## src/rtl/lcd_pkg.sv

```systemverilog
// Package for the line command decoder: codes, state type, command table.
// No dependencies; the interface, top level and parser files refer to it by scoped name.

package lcd_pkg;

	localparam int LINE_LENGTH = 32;
	localparam int NUM_CMDS    = 9;
	localparam int BYTE_W      = 8;
	localparam int CMD_W       = 4;
	localparam int ARG_W       = 8;

	// Special characters
	localparam logic [BYTE_W-1:0] CH_NUL   = 8'd0;
	localparam logic [BYTE_W-1:0] CH_LF    = 8'd10;
	localparam logic [BYTE_W-1:0] CH_CR    = 8'd13;
	localparam logic [BYTE_W-1:0] CH_ZERO  = "0";
	localparam logic [BYTE_W-1:0] CH_NINE  = "9";
	localparam logic [BYTE_W-1:0] CH_P     = "P";
	localparam logic [ARG_W-1:0]  ARG_MAX  = 8'd255;

	typedef enum logic [CMD_W-1:0] {
		CMD_FWD       = 4'd0,
		CMD_REV       = 4'd1,
		CMD_LEFT      = 4'd2,
		CMD_RIGHT     = 4'd3,
		CMD_STOP      = 4'd4,
		CMD_REPORT    = 4'd5,
		CMD_ENC_RST   = 4'd6,
		CMD_PUMP_ON   = 4'd7,
		CMD_PUMP_HALT = 4'd8
	} cmd_code_t;

	typedef enum logic [1:0] {
		ST_IDLE,
		ST_SCAN,
		ST_MATCH,
		ST_FINISH
	} lcd_state_t;

	// One character step from the sequencer to the parser
	typedef struct packed {
		logic              clear;
		logic              step;
		logic [BYTE_W-1:0] ch;
	} lcd_step_t;

	// Decode outcome from the parser
	typedef struct packed {
		logic             hit;
		cmd_code_t        command;
		logic [ARG_W-1:0] argument;
	} lcd_result_t;

	// Command text, left justified in eight characters
	function automatic logic [63:0] cmd_text(input cmd_code_t k);
		logic [63:0] t;
		begin
			case (k)
				CMD_FWD:       t = {"F:", 48'h0};
				CMD_REV:       t = {"R:", 48'h0};
				CMD_LEFT:      t = {"L:", 48'h0};
				CMD_RIGHT:     t = {"T:", 48'h0};
				CMD_STOP:      t = {"S", 56'h0};
				CMD_REPORT:    t = {"E", 56'h0};
				CMD_ENC_RST:   t = {"RESET", 24'h0};
				CMD_PUMP_ON:   t = "PUMP_ON:";
				CMD_PUMP_HALT: t = "PUMP_OFF";
				default:       t = 64'h0;
			endcase
			return t;
		end
	endfunction

	function automatic logic [BYTE_W-1:0] cmd_char(input cmd_code_t k, input logic [2:0] i);
		logic [63:0] sh;
		begin
			sh = cmd_text(k) << {i, 3'b000};
			return sh[63:56];
		end
	endfunction

	function automatic logic [3:0] cmd_len(input cmd_code_t k);
		logic [3:0] n;
		begin
			case (k)
				CMD_FWD, CMD_REV, CMD_LEFT, CMD_RIGHT: n = 4'd2;
				CMD_STOP, CMD_REPORT:                  n = 4'd1;
				CMD_ENC_RST:                           n = 4'd5;
				CMD_PUMP_ON, CMD_PUMP_HALT:            n = 4'd8;
				default:                               n = 4'd0;
			endcase
			return n;
		end
	endfunction

	// Prefix commands carry a decimal argument
	function automatic logic cmd_prefix(input cmd_code_t k);
		logic p;
		begin
			case (k)
				CMD_FWD, CMD_REV, CMD_LEFT, CMD_RIGHT, CMD_PUMP_ON: p = 1'b1;
				default:                                            p = 1'b0;
			endcase
			return p;
		end
	endfunction

endpackage

```

## src/rtl/lcd_if.sv

```systemverilog
// Valid/ready channel interfaces: received bytes in, decoded commands out.
// Depends on lcd_pkg for field widths.

interface lcd_rx_if;
	logic                         valid;
	logic                         ready;
	logic [lcd_pkg::BYTE_W-1:0]   rx_byte;

	modport source (output valid, output rx_byte, input ready);
	modport sink   (input valid, input rx_byte, output ready);
endinterface

interface lcd_cmd_if;
	logic                         valid;
	logic                         ready;
	logic [lcd_pkg::CMD_W-1:0]    command;
	logic [lcd_pkg::ARG_W-1:0]    argument;

	modport source (output valid, output command, output argument, input ready);
	modport sink   (input valid, input command, input argument, output ready);
endinterface

```

## src/rtl/line_command_decoder_top.sv

```systemverilog
// Top level of the line command decoder: line store, sequencer, result register.
// Depends on lcd_pkg, lcd_if, lcd_ram and lcd_parser.

// A byte other than newline is written to the line store when taken (a full store
// drops the byte and restarts the line). A newline after at least one stored byte
// starts decoding and the input stays not ready until it is done: the single read
// port of the line store is swept twice, once to find the line end (first zero
// byte, one trailing CR removed) and once to match commands and accumulate the
// argument. A matched command is held in an output register; while an earlier
// command there is still unread, decoding holds in its last step with the input
// not ready.

module line_command_decoder_top #(
	parameter int LINE_LENGTH = lcd_pkg::LINE_LENGTH
) (
	input  logic             clk,
	input  logic             arst_n,
	lcd_rx_if.sink           rx,
	lcd_cmd_if.source        cmd
);

	localparam int            IW   = $clog2(LINE_LENGTH);
	localparam logic [IW-1:0] LAST = IW'(LINE_LENGTH - 1);

	lcd_pkg::lcd_state_t  state_q, state_nx;
	logic [IW-1:0]        fill_q, len_q, rd_q, di_s1;
	logic                 dv_s1;
	logic [7:0]           last_q;
	logic [7:0]           rdata;
	logic                 out_valid_q;
	logic [3:0]           out_cmd_q;
	logic [7:0]           out_arg_q;

	logic                 accept_rx, is_lf, wr_en, rd_en;
	logic                 scan_stop, match_last, out_free, load_out;
	logic [IW-1:0]        raw_len, eff_len;
	logic                 strip_cr;
	lcd_pkg::lcd_step_t   pctl;
	lcd_pkg::lcd_result_t pres;

	// Handshake and store access
	assign accept_rx = rx.valid && rx.ready;
	assign is_lf     = (rx.rx_byte == lcd_pkg::CH_LF);
	assign wr_en     = accept_rx && !is_lf && (fill_q < LAST);
	assign rd_en     = ((state_q == lcd_pkg::ST_SCAN) || (state_q == lcd_pkg::ST_MATCH)) &&
	                   (rd_q < len_q);

	lcd_ram #(
		.WIDTH (lcd_pkg::BYTE_W),
		.DEPTH (LINE_LENGTH)
	) u_store (
		.clk   (clk),
		.we    (wr_en),
		.waddr (fill_q),
		.wdata (rx.rx_byte),
		.re    (rd_en),
		.raddr (rd_q),
		.rdata (rdata)
	);

	// Line end detection during the first sweep
	always_comb begin
		scan_stop = (state_q == lcd_pkg::ST_SCAN) && dv_s1 &&
		            ((rdata == lcd_pkg::CH_NUL) || (di_s1 == len_q - IW'(1)));
		if (rdata == lcd_pkg::CH_NUL) begin
			raw_len  = di_s1;
			strip_cr = (di_s1 != '0) && (last_q == lcd_pkg::CH_CR);
		end else begin
			raw_len  = len_q;
			strip_cr = (rdata == lcd_pkg::CH_CR);
		end
		eff_len = raw_len - IW'(strip_cr);
	end

	assign match_last = (state_q == lcd_pkg::ST_MATCH) && dv_s1 && (di_s1 == len_q - IW'(1));
	assign out_free   = !out_valid_q || cmd.ready;
	assign load_out   = (state_q == lcd_pkg::ST_FINISH) && pres.hit && out_free;

	// Parser control
	always_comb begin
		pctl.clear = scan_stop;
		pctl.step  = (state_q == lcd_pkg::ST_MATCH) && dv_s1;
		pctl.ch    = rdata;
	end

	lcd_parser #(
		.IW (IW)
	) u_parser (
		.clk    (clk),
		.arst_n (arst_n),
		.ctl    (pctl),
		.idx    (di_s1),
		.len    (len_q),
		.res    (pres)
	);

	// Sequencer state register
	always_ff @(posedge clk or negedge arst_n) begin
		if (!arst_n) begin
			state_q <= lcd_pkg::ST_IDLE;
		end else begin
			state_q <= state_nx;
		end
	end

	// Sequencer next state
	always_comb begin
		state_nx = state_q;
		case (state_q)
			lcd_pkg::ST_IDLE: begin
				if (accept_rx && is_lf && (fill_q != '0)) begin
					state_nx = lcd_pkg::ST_SCAN;
				end
			end
			lcd_pkg::ST_SCAN: begin
				if (scan_stop) begin
					state_nx = (eff_len == '0) ? lcd_pkg::ST_IDLE : lcd_pkg::ST_MATCH;
				end
			end
			lcd_pkg::ST_MATCH: begin
				if (match_last) begin
					state_nx = lcd_pkg::ST_FINISH;
				end
			end
			lcd_pkg::ST_FINISH: begin
				if (!pres.hit || out_free) begin
					state_nx = lcd_pkg::ST_IDLE;
				end
			end
			default: begin
				state_nx = lcd_pkg::ST_IDLE;
			end
		endcase
	end

	assign rx.ready = (state_q == lcd_pkg::ST_IDLE);

	// Fill index, line length and read address
	always_ff @(posedge clk or negedge arst_n) begin
		if (!arst_n) begin
			fill_q <= '0;
			len_q  <= '0;
			rd_q   <= '0;
			dv_s1  <= 1'b0;
		end else begin
			if (accept_rx) begin
				if (is_lf || (fill_q >= LAST)) begin
					fill_q <= '0;
				end else begin
					fill_q <= fill_q + IW'(1);
				end
			end
			if (accept_rx && is_lf) begin
				len_q <= fill_q;
			end else if (scan_stop) begin
				len_q <= eff_len;
			end
			if ((accept_rx && is_lf) || scan_stop) begin
				rd_q <= '0;
			end else if (rd_en) begin
				rd_q <= rd_q + IW'(1);
			end
			// drop a read in flight when the first sweep ends
			dv_s1 <= rd_en && !scan_stop;
		end
	end

	// Read tag and previous character
	always_ff @(posedge clk) begin
		if (rd_en) begin
			di_s1 <= rd_q;
		end
		if ((state_q == lcd_pkg::ST_SCAN) && dv_s1) begin
			last_q <= rdata;
		end
	end

	// Result register
	always_ff @(posedge clk or negedge arst_n) begin
		if (!arst_n) begin
			out_valid_q <= 1'b0;
		end else if (load_out) begin
			out_valid_q <= 1'b1;
		end else if (cmd.ready) begin
			out_valid_q <= 1'b0;
		end
	end

	always_ff @(posedge clk) begin
		if (load_out) begin
			out_cmd_q <= pres.command;
			out_arg_q <= pres.argument;
		end
	end

	assign cmd.valid    = out_valid_q;
	assign cmd.command  = out_cmd_q;
	assign cmd.argument = out_arg_q;

`ifndef SYNTH
	a_result_after_finish: assert property (@(posedge clk) disable iff (!arst_n)
		$rose(cmd.valid) |-> $past(state_q == lcd_pkg::ST_FINISH))
		else $error("result raised outside finish state");

	a_no_write_while_decoding: assert property (@(posedge clk) disable iff (!arst_n)
		(state_q != lcd_pkg::ST_IDLE) |-> !wr_en)
		else $error("line store written during decode");

	a_match_index_in_line: assert property (@(posedge clk) disable iff (!arst_n)
		((state_q == lcd_pkg::ST_MATCH) && dv_s1) |-> (di_s1 < len_q))
		else $error("match sweep read beyond line end");
`endif

endmodule

```

## src/rtl/lcd_ram.sv

```systemverilog
// Generic single write, single read RAM with registered read data.
// No dependencies.

module lcd_ram #(
	parameter int WIDTH = 8,
	parameter int DEPTH = 32
) (
	input  logic                     clk,
	input  logic                     we,
	input  logic [$clog2(DEPTH)-1:0] waddr,
	input  logic [WIDTH-1:0]         wdata,
	input  logic                     re,
	input  logic [$clog2(DEPTH)-1:0] raddr,
	output logic [WIDTH-1:0]         rdata
);

	logic [WIDTH-1:0] mem [DEPTH];

	always_ff @(posedge clk) begin
		if (we) begin
			mem[waddr] <= wdata;
		end
		if (re) begin
			rdata <= mem[raddr];
		end
	end

endmodule

```

## src/rtl/lcd_parser.sv

```systemverilog
// Character-serial command matcher with a shared multiply-by-ten accumulator.
// Depends on lcd_pkg for the command table and step/result structs.

module lcd_parser #(
	parameter int IW = 5
) (
	input  logic                 clk,
	input  logic                 arst_n,
	input  lcd_pkg::lcd_step_t   ctl,
	input  logic [IW-1:0]        idx,
	input  logic [IW-1:0]        len,
	output lcd_pkg::lcd_result_t res
);

	logic [lcd_pkg::NUM_CMDS-1:0] alive_q, alive_nx;
	logic [lcd_pkg::ARG_W-1:0]    acc_q, acc_nx;
	logic                         run_q;
	logic                         pmode_q;
	logic                         digit;
	logic [3:0]                   dval;
	logic [11:0]                  sum;
	logic [IW-1:0]                arg_start;

	// Digit decode and saturating accumulate
	always_comb begin
		digit     = (ctl.ch >= lcd_pkg::CH_ZERO) && (ctl.ch <= lcd_pkg::CH_NINE);
		dval      = 4'(ctl.ch - lcd_pkg::CH_ZERO);
		sum       = 12'(acc_q) * 12'd10 + 12'(dval);
		acc_nx    = (sum > 12'(lcd_pkg::ARG_MAX)) ? lcd_pkg::ARG_MAX : sum[7:0];
		arg_start = pmode_q ? IW'(8) : IW'(2);
	end

	// Per-command character compare at the current position
	always_comb begin
		lcd_pkg::cmd_code_t k_code;
		alive_nx = alive_q;
		for (int k = 0; k < lcd_pkg::NUM_CMDS; k++) begin
			k_code = lcd_pkg::cmd_code_t'(4'(k));
			if ((idx < IW'(lcd_pkg::cmd_len(k_code))) &&
			    (ctl.ch != lcd_pkg::cmd_char(k_code, idx[2:0]))) begin
				alive_nx[k] = 1'b0;
			end
		end
	end

	always_ff @(posedge clk or negedge arst_n) begin
		if (!arst_n) begin
			alive_q <= '1;
			acc_q   <= '0;
			run_q   <= 1'b1;
			pmode_q <= 1'b0;
		end else if (ctl.clear) begin
			alive_q <= '1;
			acc_q   <= '0;
			run_q   <= 1'b1;
			pmode_q <= 1'b0;
		end else if (ctl.step) begin
			alive_q <= alive_nx;
			if (idx == '0) begin
				pmode_q <= (ctl.ch == lcd_pkg::CH_P);
			end
			// argument digits start right after the prefix
			if ((idx >= arg_start) && run_q) begin
				if (digit) begin
					acc_q <= acc_nx;
				end else begin
					run_q <= 1'b0;
				end
			end
		end
	end

	// Length check and priority pick, lowest code first
	always_comb begin
		lcd_pkg::cmd_code_t k_code;
		logic               len_ok;
		res.hit      = 1'b0;
		res.command  = lcd_pkg::CMD_FWD;
		res.argument = '0;
		for (int k = lcd_pkg::NUM_CMDS - 1; k >= 0; k--) begin
			k_code = lcd_pkg::cmd_code_t'(4'(k));
			len_ok = lcd_pkg::cmd_prefix(k_code) ?
			         (len >= IW'(lcd_pkg::cmd_len(k_code))) :
			         (len == IW'(lcd_pkg::cmd_len(k_code)));
			if (alive_q[k] && len_ok) begin
				res.hit      = 1'b1;
				res.command  = k_code;
				res.argument = lcd_pkg::cmd_prefix(k_code) ? acc_q : '0;
			end
		end
	end

endmodule
```

## src/flat_wrapper.sv

```systemverilog
// flat-port wrapper written by rule: the top's interface ports become plain ports
module line_command_decoder_top_flat 
#(
	parameter int LINE_LENGTH = lcd_pkg::LINE_LENGTH
)
  (clk, arst_n, rx_valid, rx_rx_byte, rx_ready, cmd_valid, cmd_command, cmd_argument, cmd_ready);
  lcd_rx_if rx_i ();
  lcd_cmd_if cmd_i ();
  input  logic clk;
  input  logic arst_n;
  input wire logic [$bits(rx_i.valid)-1:0] rx_valid;
  input wire logic [$bits(rx_i.rx_byte)-1:0] rx_rx_byte;
  output wire logic [$bits(rx_i.ready)-1:0] rx_ready;
  output wire logic [$bits(cmd_i.valid)-1:0] cmd_valid;
  output wire logic [$bits(cmd_i.command)-1:0] cmd_command;
  output wire logic [$bits(cmd_i.argument)-1:0] cmd_argument;
  input wire logic [$bits(cmd_i.ready)-1:0] cmd_ready;
  assign rx_i.valid = rx_valid;
  assign rx_i.rx_byte = rx_rx_byte;
  assign rx_ready = rx_i.ready;
  assign cmd_valid = cmd_i.valid;
  assign cmd_command = cmd_i.command;
  assign cmd_argument = cmd_i.argument;
  assign cmd_i.ready = cmd_ready;
  line_command_decoder_top #(.LINE_LENGTH(LINE_LENGTH)) u_core (.clk(clk), .arst_n(arst_n), .rx(rx_i), .cmd(cmd_i));
endmodule
```

## config.mk

```make
export PLATFORM = sky130hd
export DESIGN_NAME = line_command_decoder_top_flat
export DESIGN_NICKNAME = d
export VERILOG_FILES = /design/src/rtl/lcd_pkg.sv /design/src/rtl/lcd_if.sv /design/src/rtl/line_command_decoder_top.sv /design/src/rtl/lcd_ram.sv /design/src/rtl/lcd_parser.sv /design/src/flat_wrapper.sv
export SDC_FILE = /design/constraint.sdc
export NUM_CORES = 1
export LEC_CHECK = 0
export ABC_CLOCK_PERIOD_IN_PS = 3860
export CORE_MARGIN = 3
export CORE_UTILIZATION = 39
export CTS_BUF_LIST = sky130_fd_sc_hd__clkbuf_4
export DETAILED_ROUTE_END_ITERATION = 8
export DONT_BUFFER_PORTS = 1
export PLACE_DENSITY = 0.6
export SETUP_SLACK_MARGIN = 0.3
export SLEW_MARGIN = 20
export SYNTH_ARGS = -nofsm -noshare
export SYNTH_HDL_FRONTEND = slang
export SYNTH_SLANG_ARGS = --single-unit
export TNS_END_PERCENT = 100
```

## constraint.sdc

```tcl
create_clock -name clk -period 3.86 [get_ports clk]
set_input_delay 0.772 -clock clk [delete_from_list [all_inputs] [get_ports clk]]
set_output_delay 0.772 -clock clk [all_outputs]
set_load 0.05 [all_outputs]
```

## Yosys cells after proc, flatten, opt, wreduce, memory -nomap -nowiden

Memories as Yosys holds them, arrays and structs flattened. A register that Yosys moved wholly into a read port is not among the register bits.
Cells that the tools add are included.

- Eq/ne operators: 25
- $mul: 1
- Add/subtract/negate cells: 6
- Multiplexer cells: 68
- Magnitude comparators: 13
- Reduce and logical (&&, ||, !) cells: 82
- Shift operators: 9

Operators with widths:

| cell | number |
|---|---|
| $shl 63x6->64 const A | 9 |
| $mux 13 | 9 |
| $mux 8 | 14 |
| $ne 8x8->1 | 9 |
| $logic_and 1x1->1 | 34 |
| $reduce_bool 2->1 | 16 |
| $mux 1 | 30 |
| $mux 5 | 6 |
| $eq 8x4->1 const B | 3 |
| $reduce_and 2->1 | 10 |
| $mux 9 | 2 |
| $add 12x4->12 | 1 |
| $gt 12x8->1 const B | 1 |
| $mul 8x3->11 const B | 1 |
| $add 5x1->5 const B | 2 |
| $logic_not 5->1 | 2 |
| $mux 2 | 5 |
| $reduce_bool 5->1 | 2 |
| $eq 8x7->1 const B | 1 |
| $ge 8x6->1 const B | 1 |
| $le 8x6->1 const B | 1 |
| $logic_not 8->1 | 1 |
| $pmux 2 s4 | 1 |
| $reduce_or 8->1 | 1 |
| other kinds (29) | 42 |

- Flip-flop bits (word level): 63
- Memories kept: 1
- Input port bits: 12
- Word-level logic and storage cells: 230
- Memory bits (writable): 256

Memory list:

| memory | depth | bits a word | rd ports | clocked after memory_dff | write ports | RTL line | source |
|---|---|---|---|---|---|---|---|
| u_core.u_store.mem | 32 | 8 | 1 | 1 | 1 | lcd_ram.sv:17 | `logic [WIDTH-1:0] mem [DEPTH];` |

## Logic depth before layout (Yosys ltp)

Gate-level depths: netlist of the first run.

- Depth after elaboration: 17
- Depth in mapped cells: 17
- Gate-level depth less buffers: 14

## By module

A second synthesis of the first run with hierarchy kept.

- Cells, all modules: 909
- Area total of the unflattened synthesis: 14782.9 um2

Modules (own cells, without submodules):

| module | area an instance (um2) | instances | seq. area each (um2) | cells each |
|---|---|---|---|---|
| lcd_ram | 10133.5 | 1 | 7927.6 | 417 |
| line_command_decoder_top | 2413.6 | 1 | 1226.2 | 218 |
| lcd_parser | 2235.9 | 1 | 488.0 | 274 |

## Least setup slack after synthesis of the first run

No wires, ideal clock.

- Kind: reg-to-reg
- Start: register u_core.di_s1[0]
- End: register u_core.len_q[4]
- Cell stages (with the launch flop): 18
- Data required time: 3.723 ns
- Path slack: 0.553 ns
- Library setup time: 0.137 ns
- Data arrival time: 3.171 ns
- Period minus slack after synthesis: 3.307 ns
- Path through: edfxtp_1 -> clkbuf_1 -> inv_1 -> ha_1 -> nor2b_1 -> clkbuf_1 -> a21oi_1 -> a32oi_1 -> nor4_1 -> ha_1 -> ha_1 -> clkbuf_1 -> nor4bb_1 -> and3_1 -> a31o_1 -> a21oi_1 -> nor3_1 -> a211oi_1

- Longest elaborated chain between the ends: 6

Ends and longest elaborated chain:

| what | RTL line | source |
|---|---|---|
| start, declared | line_command_decoder_top.sv:26 | `logic [IW-1:0] fill_q, len_q, rd_q, di_s1;` |
| start signal, assigned | line_command_decoder_top.sv:171 | `di_s1 <= rd_q;` |
| $reduce_bool 5->1 | line_command_decoder_top.sv:67 | `strip_cr = (di_s1 != '0) && (last_q == lcd_pkg::CH_CR);` |
| $logic_and 1x1->1 | line_command_decoder_top.sv:67 |  |
| $mux 1 | line_command_decoder_top.sv:65 | `if (rdata == lcd_pkg::CH_NUL) begin` |
| $sub 5x1->5 | line_command_decoder_top.sv:72 | `eff_len = raw_len - IW'(strip_cr);` |
| $mux 5 | line_command_decoder_top.sv:155 | `end else if (scan_stop) begin` |
| $mux 5 | line_command_decoder_top.sv:153 | `if (accept_rx && is_lf) begin` |
| end signal, assigned | line_command_decoder_top.sv:154 | `len_q <= fill_q;` |
| end signal, assigned | line_command_decoder_top.sv:156 | `len_q <= eff_len;` |
| end, declared | line_command_decoder_top.sv:26 |  |

Parallel ways exist; a longest one is shown, timed or not. The select of a mux whose other input is x is not followed.
A chain may end at the register's enable or synchronous reset.

## Worst setup path after layout of the first run

Ends and elaborated chain as after synthesis.

==> flow_summary.yaml, run 1 <==
run_status:
  status: "finished clean"
floorplanning:
  die_width_um: 200
  die_h_um: 200
  core_area_sq_um: 36800
  fp.dieArea_sq_um: 39900
  rows: 70
  initial_core_util_pct: 39.8
  io-pin-count: 26
cts:
  numClockSinks: 327
  clk_pin_slew_ns: 0.06
  tritoncts: "done"
  clock_path_buffers: 3
  cts_root_buf: "clkbuf_4"
  htree_levels: 3
  insertion_delay_ns: 0.73
  post_cts_buffers: 0
  numCtsBuffers: 84
grt:
  grt_use_total_pct: 16.5
  grt_pass1_vias: 8583
  antenna_found_initial: 1
  grt_pass1_wl_um: 49700
  grt_max_degree: 55
  global_route.overflow_total: 0
placement:
  dp_cells: 1377
  port_buffers: 0
  hpwlAfterDp_um: 20200
  gp_congestion: 0.880
synthesis:
  synthCells: 920
  ys_types: 65
  synth_top_family_by_area: "multiplexers"
  synth-simple-area-share_pct: 7.42
  synth_edf_count: 289
  syn_area_per_cell_sq_um: 15.9
  yosys_warnings: 0
  ys_seq_area_share_pct: 65.8
  async_reset_ff_share_pct: 11.6
  syn-num-nets: 975
  muxShareOfSynthArea_pct: 13.4
  synth_compound_area_share_pct: 5.95
  ys_seq_elements: 327
  synth_xor_xnor_area_share_pct: 1.50
  synth_ff_type: "edfxtp_1"
  syn_area_sq_um: 14600
  synth_fa_ha_area_share_pct: 3.78
final_layout:
  fin_nets: 1052
  utilization_pct: 44.6
  fin_cells: 1523
  drive_gt1_share_pct: 25.7
  area_growth_pct: 12.0
  n_fill_cell: 3259
worst_setup_path:
  cp_cell_sequence: "inv_1 > ha_1 > nor2b_1 > buf_4 > a21oi_1 > a32oi_1 > nor4_1 > ha_2 > ha_2 > nor4bb_1 > and3_1 > a31o_1 > a21oi_1 > nor3_1 > a211oi_1"
  path_max_fanout: 8
  cp-end-kind: "flip-flop"
  slowest_delay_ns: 0.34
  required_ns: 4.44
  cp_num_buf_inv: 2
  arrival_ns: 3.79
  cp-start-kind: "flip-flop"
  crit_type: "reg -> reg"
  crit_family: "simple AND/OR/NAND/NOR gates"
  cp_slowest_cell: "edfxtp_1"
timing:
  max_slew_margin_pct: 37.3
  maxSlewViolCount: 0
  fmax_ghz: 0.311
  worstMarginPinSlew_ns: 0.941
  setup_viol: 0
  fin_crit_sh_pct: 83.2
  rsz0062_at_grt: "no"
  finalHoldViolations: 0
  final.min_clock_period_ns: 3.21
  fin_setup_tns_ns: 0
  fin_skew_ns: 0.0606
power:
  powerDensity_nw_per_um2: 705
  combPwrFrac_pct: 32.7
  seqPwrFrac_pct: 42.2
  p_int_mw: 7.62
  power.switching_mw: 3.94
  p_sw_share_pct: 34.1
  leakage_nw: 5.71
  clockPowerShare_pct: 25.1
  ir_drop_mv: 0.371
hold_path:
  hp-class: "in -> reg"
drt:
  wl_per_cell_um: 20.7
  drc: 0
  avgViaCountPerCell: 5.41
  num_vias: 8247
  drt_iter0_markers: 562
  drtAntennaViolNets: 0
  wl_um: 31500
  dr.pass1.iters: 5
job:
  max_cap_violations: 0
## sequential cells by signal (all words and copies together), names as in the netlist, 4 cells and up, named ones only
name,cells
u_core.len_q,5
u_core.u_store.mem,256
u_core.rd_q,5
u_core.u_parser.alive_q,9
u_core.u_store.rdata,8
u_core.di_s1,5
u_core.u_parser.acc_q,8
u_core.fill_q,5
u_core.cmd.argument,8
u_core.cmd.command,4
u_core.last_q,8
## cell families (layout without fill, tap and decap cells)
| family | after synthesis | count (layout) |
|---|---|---|
| XOR/XNOR | 25 | 25 |
| multiplexers | 95 | 95 |
| AO/OA/AOI/OAI | 135 | 135 |
| other | 0 | 1 |
| flip-flops | 327 | 327 |
| AND/OR/NAND/NOR | 224 | 224 |
| buffers and inverters | 71 | 205 |
| adder cells (fa/ha/maj) | 43 | 43 |
## cell usage in the layout, fill, tap and decap left out, drive strengths merged, types with 5 or more instances in the layout
cell,synthesis,routed
a211oi,6,6
a21o,6,6
a21oi,32,32
and2,10,10
and3,5,5
buf,20,35
clkbuf,25,120
clkinv,0,18
dfrtp,28,28
dfstp,10,10
edfxtp,289,289
ha,41,41
inv,26,29
mux2,10,10
mux2i,5,5
mux4,80,80
nand2,51,51
nand2b,6,6
nand3,21,21
nor2,73,73
nor2b,10,10
nor3,14,14
nor4,13,13
o21a,5,5
o21ai,44,44
o31ai,5,5
or3,9,9
xnor2,18,18
xor2,7,7
## power groups by stage
stage / clock (mW) / combinational [mW] / sequential [mW]
after floorplan: 0 / 2.94 / 4.69
after global placement: 0 / 3.76 / 4.95
after detailed placement: 0 / 3.78 / 4.96
after CTS: 3.01 / 3.82 / 4.89
after global routing: 3.21 / 4.14 / 4.94
final: 2.90 / 3.78 / 4.88
## layer usage
layer	track usage [%]	up-vias	wire length [um]
li1	-	3837	-
met1	22.0	4166	14100
met2	26.7	206	15500
met3	4.30	38	1350
met4	5.17	0	519
met5	0	-	0
## path summary, 6_finish.rpt
| path | start | to | slack, ns | cells past startpoint |
|---|---|---|---|---|
| worst max-delay path | u_core.di_s1[0]$_DFFE_PP_ | u_core.len_q[4]$_DFFE_PN0N_ | 0.65 | 15 |
| worst min-delay path | rx_rx_byte[4] | u_core.u_store.mem[27][4]$_DFFE_PP_ | 0.14 | 0 |
| worst max register to register | u_core.di_s1[0]$_DFFE_PP_ | u_core.len_q[4]$_DFFE_PN0N_ | 0.65 | 15 |
| worst min register to register | u_core.u_parser.run_q$_DFFE_PN1P_ | u_core.u_parser.run_q$_DFFE_PN1P_ | 0.46 | 2 |
| max in group asynchronous | arst_n | u_core.u_parser.run_q$_DFFE_PN1P_ | 2.98 | 2 |
| min in group asynchronous | arst_n | u_core.u_parser.pmode_q$_DFFE_PN0P_ | 0.59 | 2 |
## layout make-up
cell class	count	area (sq um)	area share, %
Sequential cell	327	9650	58.8
Multi-Input combinational cell	522	4700	28.7
Clock buffer	120	901	5.49
Tap cell	468	586	3.57
Timing Repair Buffer	36	310	1.89
Clock inverter	23	156	0.953
Inverter	26	97.6	0.595
Antenna cell	1	2.50	0.0153
## worst reg2reg max path, cell delays in order, from the launching register on
cell	delay, ns
edfxtp_1	0.34
inv_1	0.13
ha_1	0.32
nor2b_1	0.16
buf_4	0.16
a21oi_1	0.12
a32oi_1	0.10
nor4_1	0.29
ha_2	0.31
ha_2	0.28
nor4bb_1	0.25
and3_1	0.23
a31o_1	0.11
a21oi_1	0.07
nor3_1	0.15
a211oi_1	0.06
## synth_stat cells, drive strengths merged, types with 3 or more instances
master | number | share of area [%]
or3 | 9 | 0.38
buf | 20 | 0.80
o21a | 5 | 0.26
xor2 | 7 | 0.42
inv | 26 | 0.67
ha | 41 | 3.5
nand4 | 3 | 0.13
mux2 | 10 | 0.77
mux4 | 80 | 12
edfxtp | 289 | 59
xnor2 | 18 | 1.1
nand2 | 51 | 1.3
nand3 | 21 | 0.72
o41ai | 3 | 0.23
dfrtp | 28 | 4.8
nor4 | 13 | 0.66
a21o | 6 | 0.31
nor2 | 73 | 1.9
and3 | 5 | 0.21
a211oi | 6 | 0.31
nor4bb | 3 | 0.21
a32oi | 4 | 0.24
o311ai | 3 | 0.18
dfstp | 10 | 1.8
o21ai | 44 | 1.5
a21oi | 32 | 1.1
nand2b | 6 | 0.26
clkbuf | 25 | 0.64
nor2b | 10 | 0.43
and2 | 10 | 0.43
a31oi | 4 | 0.17
mux2i | 5 | 0.34
nor3 | 14 | 0.48
o31ai | 5 | 0.26
## what timing repair did
action / CTS / global route
hold buffers: 2 / 0
resized for setup: 0 / 2
hold endpoints to repair: 38 / 0
setup endpoints to repair: 0 / 1
## per-stage QoR
stage	area, sq um	setup WS (ns)	hold slack [ns]	total power [mW]
after floorplan	14600	0.553	0.424	7.63
after global placement	15300	0.765	0.454	8.71
after detailed placement	15300	0.586	0.450	8.74
after CTS	16400	0.557	0.0349	11.7
after global routing	16400	0.296	0.0192	12.3
final	16400	0.649	0.141	11.6
(Power assumes the default switching activity.)
==> run 2, diff against run 1 <==
ABC_CLOCK_PERIOD_IN_PS = 2750   (was 3860)
PLACE_DENSITY = 0.62   (was 0.6)
clock period = 2.75 ns   (was 3.86 ns; I/O delays follow)
==> run 2 against run 1 <==
Against the previous run:
- sequential share of layout area down 2.5 points
- via count up 2.6%
- critical endpoint unchanged
- cell count up 3.3%
- clock skew down 0.028 ns
- sequential power up 36%
- routed wire length up 3.8%
- first-iteration DRC count up 5.2%
- die area unchanged
- worst setup slack worse by 0.46 ns
- critical path type unchanged
- count of clock-buffer cells in the layout up 7
- register-to-register slack worse by 0.46 ns
==> flow_summary.yaml, run 2 (synthesis results as in run 1) <==
job:
  max_cap_violations: 0
drt:
  avgViaCountPerCell: 5.37
  drtAntennaViolNets: 0
  num_vias: 8459
  drt_iter0_markers: 591
  dr.pass1.iters: 5
  wl_um: 32700
  drc: 0
  wl_per_cell_um: 20.8
hold_path:
  hp-class: "in -> reg"
final_layout:
  largest_reg_flops: 256
  layout_commonest_cell: "edfxtp_1"
  fin_nets: 1092
  regMostFlops: "u_core.u_store.mem"
  register_area_sq_um: 9650
  fin_area_sq_um: 17100
  multi_input_area_sq_um: 4960
  layout_common_cells: "edfxtp_1, clkbuf_4, mux4_2"
  top_regs: "u_core.u_store.mem x256, u_core.u_parser.alive_q x9"
  drive_gt1_share_pct: 34.8
  n_fill_cell: 3207
  fin_cells: 1574
  utilization_pct: 46.6
  area_growth_pct: 17.0
timing:
  maxSlewViolCount: 0
  max_slew_margin_pct: 48.1
  finalHoldViolations: 0
  final.min_clock_period_ns: 2.56
  worstMarginPinSlew_ns: 0.775
  fin_crit_sh_pct: 93.1
  hold_slack_ns: 0.110
  fmax_ghz: 0.390
  fin_skew_ns: 0.0327
  rsz0062_at_grt: "yes"
  setup_viol: 0
cts:
  htree_levels: 3
  cts_root_buf: "clkbuf_4"
  clk_pin_slew_ns: 0.07
  clock_path_buffers: 3
  insertion_delay_ns: 0.73
  numClockSinks: 327
  numCtsBuffers: 87
  tritoncts: "done"
worst_setup_path:
  cp-end-kind: "flip-flop"
  cp-start-kind: "flip-flop"
  arrival_ns: 3.16
  path_max_fanout: 5
  required_ns: 3.34
  crit_type: "reg -> reg"
grt:
  antenna_found_initial: 2
  grt_max_degree: 48
  grt_pass1_vias: 8578
  global_route.overflow_total: 0
  grt_pass1_wl_um: 50700
  grt_use_total_pct: 16.9
floorplanning:
  initial_core_util_pct: 39.8
  fp.dieArea_sq_um: 39900
  die_h_um: 200
  io-pin-count: 26
  die_width_um: 200
  core_area_sq_um: 36800
  rows: 70
run_status:
  status: "finished clean"
placement:
  port_buffers: 0
  dp_cells: 1393
  hpwlAfterDp_um: 20300
  place_area_sq_um: 15500
  gp_congestion: 0.854
power:
  ir_drop_mv: 0.535
  powerDensity_nw_per_um2: 992
  power.total_mw: 17.0
  leakage_nw: 5.94
[run 2: changes by cell type in the layout (fill, tap and decap cells not counted), moves of 5 or more]
cell / delta
nor2_1: -30
a21oi_2: +12
a21oi_1: -12
clkbuf_4: +7
buf_12: +9
dfrtp_2: +5
dfrtp_1: -5
buf_4: +22
nor2_2: +30
ha_1: -6
[run 2: per-stage QoR]
| stage | setup TNS, ns | setup WS (ns) |
|---|---|---|
| floorplan | -0.108 | -0.0587 |
| global placement | 0 | 0.169 |
| detailed placement | 0 | 0.105 |
| CTS | 0 | 0.186 |
| global route | 0 | 0.0688 |
| finish | 0 | 0.189 |
[run 2: critical path, stage by stage, from the launching register on]
cell and delay (ns):
edfxtp_1 0.45, inv_8 0.04, ha_4 0.15, nor2b_4 0.12, a21oi_2 0.11, a32oi_1 0.12
nor4_2 0.22, ha_2 0.26, ha_4 0.16, nor4bb_1 0.20, and3_1 0.23, a31o_1 0.10
a21oi_1 0.06, nor3_1 0.15, a211oi_1 0.06
[run 2: path summary, 6_finish.rpt]
check	from	end	slack [ns]	cells after the start
min	rx_rx_byte[5]	u_core.u_store.mem[6][5]$_DFFE_PP_	0.11	1
max	u_core.di_s1[0]$_DFFE_PP_	u_core.len_q[4]$_DFFE_PN0N_	0.19	14
min in group asynchronous	arst_n	u_core.rd_q[4]$_DFFE_PN0P_	0.34	2
max in group asynchronous	arst_n	u_core.u_parser.alive_q[4]$_DFFE_PN1P_	2.12	2
max reg2reg	u_core.di_s1[0]$_DFFE_PP_	u_core.len_q[4]$_DFFE_PN0N_	0.19	14
min reg2reg	u_core.u_parser.run_q$_DFFE_PN1P_	u_core.u_parser.run_q$_DFFE_PN1P_	0.48	2
[run 2: power breakdown]
group	leakage [nW]	internal (mW)	switching, mW	total, mW
clock network	0.646	2.13	1.98	4.11
registers	3.05	6.08	0.562	6.64
logic	2.24	2.88	3.36	6.24
[run 2: per-layer routing]
| layer | share of wire (%) | routed length [um] | global-route usage, % | up-vias |
|---|---|---|---|---|
| li1 | - | - | - | 3931 |
| met1 | 43 | 14100 | 22.6 | 4203 |
| met2 | 48 | 15700 | 26.6 | 266 |
| met3 | 6.7 | 2180 | 5.12 | 57 |
| met4 | 2.1 | 684 | 5.43 | 2 |
| met5 | 0.23 | 74 | 1.31 | - |
[run 2: repair_timing]
| action | in CTS | in global routing |
|---|---|---|
| resized for setup | 7 | 57 |
| endpoints found under the hold margin | 295 | 0 |
| hold buffers | 11 | 0 |
| buffers inserted | 7 | 4 |
| pin swaps | 2 | 11 |
| cloned | 0 | 1 |
| setup endpoints to repair | 12 | 238 |
[run 2: layout make-up]
type | instances | area share [%]
clock inverter | 28 | 0.738
multi-input combinational | 522 | 28.9
antenna | 3 | 0.0438
tap | 468 | 3.42
sequential | 327 | 56.4
clock buffer | 127 | 5.57
inverter | 26 | 0.628
timing repair buffer | 73 | 4.32
==> run 3, diff against run 2 <==
ABC_AREA = 1   (was not set)
RECOVER_POWER = 100   (was not set)
==> run 3 against run 2 <==
Against the previous run:
- critical endpoint is now u_core.u_store.mem[6][1]$_DFFE_PP_
- hold slack improved by 0.029 ns
- largest power group unchanged
- via count grew 27%
- clock power fell by 5.1%
- highest routed layer unchanged
- non-clock buffer count is 21 higher
- the flow now finishes with violations (capacitance limit, slew limit)
- register-to-register slack better by 0.12 ns
- sequential power decreased by 5.7%
- global-route usage rose by 1.2 points
- synthesized area is 0.95% higher
==> flow_summary.yaml, run 3 <==
floorplanning:
  io-pin-count: 26
  initial_core_util_pct: 40.0
  die_h_um: 201
  rows: 70
  fp.dieArea_sq_um: 40300
  core_area_sq_um: 37000
  die_width_um: 201
timing:
  maxSlewViolCount: 230
  fmax_ghz: 0.409
  fin_skew_ns: 0.0364
  rsz0062_at_grt: "yes"
  setup_viol: 0
  fin_crit_sh_pct: 88.8
  final.min_clock_period_ns: 2.44
  worstMarginPinSlew_ns: 1.63
  fin_setup_tns_ns: 0
  worst_slack_ns: 0.308
  max_slew_margin_pct: -8.49
  finalHoldViolations: 0
worst_setup_path:
  r2r-start: "u_core.state_q[0]$_DFFE_PN0P_"
  cp_slowest_cell: "dfrtp_1"
  cp-end-kind: "flip-flop"
  worstReg2RegEnd: "u_core.u_store.mem[6][1]$_DFFE_PP_"
  crit_type: "reg -> reg"
  arrival_ns: 2.85
  rrSetupSlack_ns: 0.31
  required_ns: 3.16
  path_max_fanout: 8
  crit_family: "simple AND/OR/NAND/NOR gates"
  rr_worst_depth: 8
  cp-start-kind: "flip-flop"
  cp_num_buf_inv: 3
  cp_cell_sequence: "inv_1 > ha_1 > nand2_1 > nor3_1 > nand2_1 > clkbuf_2 > nor2_1 > clkbuf_2"
  slowest_delay_ns: 0.43
synthesis:
  syn_area_per_cell_sq_um: 11.0
  ys_types: 44
  synth.area.top_cells: "edfxtp_1, nor2_1, o21ai_0, nand2_1, dfrtp_1"
  yosys_warnings: 0
  ys_seq_area_share_pct: 65.2
  synthCells: 1346
  synth_ff_type: "edfxtp_1"
  yosysTopAreaCell: "edfxtp_1"
  syn-num-nets: 1401
  post-synth-top-count-cell: "edfxtp_1"
  synth_edf_count: 289
  synth_common_cells: "edfxtp_1, nor2_1, nand2_1"
  syn_area_sq_um: 14800
  synth_top_cell_area_share_pct: 58.7
  async_reset_ff_share_pct: 11.6
  ys_seq_elements: 327
placement:
  port_buffers: 0
  place_area_sq_um: 15800
  hpwlAfterDp_um: 22400
  pre_cts_ws_ns: 0.248
  gp_congestion: 0.892
power:
  ir_drop_mv: 0.694
  combPwrFrac_pct: 36.3
  leakage_nw: 6.35
  p_int_mw: 9.75
  power.switching_mw: 6.19
  seqPwrFrac_pct: 39.3
  clockPowerShare_pct: 24.5
  p_sw_share_pct: 38.8
  powerDensity_nw_per_um2: 944
cts:
  tritoncts: "done"
  numCtsBuffers: 85
  numClockSinks: 327
  htree_levels: 3
  clock_path_buffers: 3
  insertion_delay_ns: 0.77
  cts_root_buf: "clkbuf_4"
  clk_pin_slew_ns: 0.07
drt:
  wl_um: 37000
  drt_iter0_markers: 867
  wl_per_cell_um: 18.2
  drtAntennaViolNets: 0
  drc: 0
  num_vias: 10700
  avgViaCountPerCell: 5.27
  dr.pass1.iters: 7
grt:
  grt_max_degree: 89
  antenna_found_initial: 3
  grt_pass1_wl_um: 57500
  grt_use_total_pct: 18.1
  global_route.overflow_total: 0
  grt_pass1_vias: 10500
final_layout:
  largest_reg_flops: 256
  utilization_pct: 45.7
  n_fill_cell: 3477
  layout_commonest_cell: "edfxtp_1"
  regMostFlops: "u_core.u_store.mem"
  layout_common_cells: "edfxtp_1, nor2_1, nand2_1"
  top_regs: "u_core.u_store.mem x256, u_core.u_parser.alive_q x9"
  area_growth_pct: 14.2
  fin_nets: 1525
  drive_gt1_share_pct: 15.7
  fin_area_sq_um: 16900
job:
  max_cap_violations: 7
hold_path:
  hp-class: "in -> reg"
  hp-start: "rx_valid"
  hold_end: "u_core.fill_q[0]$_DFFE_PN0P_"
  holdPathStages: 3
run_status:
  violations: "capacitance limit, slew limit"
  status: "finished, violations left"
[run 3: cell count changes after synthesis, moves of 14 or more]
cell	before	now
mux4_2	80	0
o221ai_1	1	27
nor2_1	73	223
a21oi_1	32	16
o21ai_0	40	157
nand3_1	21	61
o22ai_1	2	46
nand4_1	3	17
xnor2_1	18	2
inv_1	25	77
nand2_1	51	200
[run 3: routing by layer]
metal  global-route usage [%]  part of all wire (%)
met4                     7.48                   2.6
met2                     29.2                    48
met3                     4.51                   8.1
met5                        0                 0.035
met1                     23.6                    42
[run 3: worst min-delay path: stages]
cell and delay [ns]:
nand2_1 0.16, nand2_1 0.06, o21ai_0 0.06
[run 3: worst max path at each step]
stage                                    startpoint                                    to  cells after the start  slack (ns)
6_report              u_core.state_q[0]$_DFFE_PN0P_    u_core.u_store.mem[6][1]$_DFFE_PP_                      8        0.31
5_1_grt               u_core.state_q[0]$_DFFE_PN0P_    u_core.u_store.mem[5][2]$_DFFE_PP_                      8        0.13
4_1_cts                   u_core.di_s1[1]$_DFFE_PP_                             flip-flop                     17        0.33
3_5_place_dp   u_core.u_parser.acc_q[1]$_DFFE_PN0P_  u_core.u_parser.acc_q[4]$_DFFE_PN0P_                     13        0.25
3_3_place_gp   u_core.u_parser.acc_q[1]$_DFFE_PN0P_  u_core.u_parser.acc_q[0]$_DFFE_PN0P_                     10        0.30
2_1_floorplan  u_core.u_parser.acc_q[1]$_DFFE_PN0P_  u_core.u_parser.acc_q[0]$_DFFE_PN0P_                     12        0.37
[run 3: power by group through the flow]
stage	sequential, mW	clock, mW	combinational, mW
after CTS	6.25	4.02	5.78
after global routing	6.29	4.32	6.42
final	6.26	3.90	5.78
after detailed placement	6.36	0	5.62
after global placement	6.36	0	5.57
after floorplan	6.30	0	3.78
[run 3: repair_timing]
item	CTS	global route
hold endpoints to repair	295	0
pin swaps	0	7
setup buffers	2	7
endpoints found under the setup margin	9	12
gates resized for setup	3	24
hold buffers	11	0
[run 3: logic make-up (layout without fill, tap and decap cells)]
| kind of cell | count (synthesis) | count (layout) | share of synthesized area (%) |
|---|---|---|---|
| and+or+nand+nor | 534 | 534 | 14.9 |
| other | 0 | 1 | 0 |
| buffers and inverters | 142 | 322 | 3.92 |
| xor gates and xnor gates | 20 | 20 | 1.18 |
| AOI/OAI and AO/OA | 280 | 280 | 11.1 |
| adders and majority gates | 43 | 43 | 3.74 |
| DFF | 327 | 327 | 65.2 |
[run 3: layout make-up]
class / instances / area (sq um) / area share, %
clock buffers: 118 / 886 / 5.25
inverters: 85 / 322 / 1.90
repair buffers: 94 / 634 / 3.76
clock inverters: 25 / 111 / 0.659
diodes: 1 / 2.50 / 0.0148
well taps: 504 / 631 / 3.73
flip-flops and latches: 327 / 9650 / 57.1
multi-input cells: 877 / 4650 / 27.6
[run 3: per-stage QoR]
stage | std cells | hold slack, ns | power (mW)
6_report | 2031 | 0.139 | 15.9
3_5_place_dp | 1867 | 0.256 | 12.0
3_3_place_gp | 1867 | 0.255 | 11.9
2_1_floorplan | 1346 | 0.254 | 10.1
4_1_cts | 2023 | 0.0273 | 16.1
5_1_grt | 2031 | 0.150 | 17.0
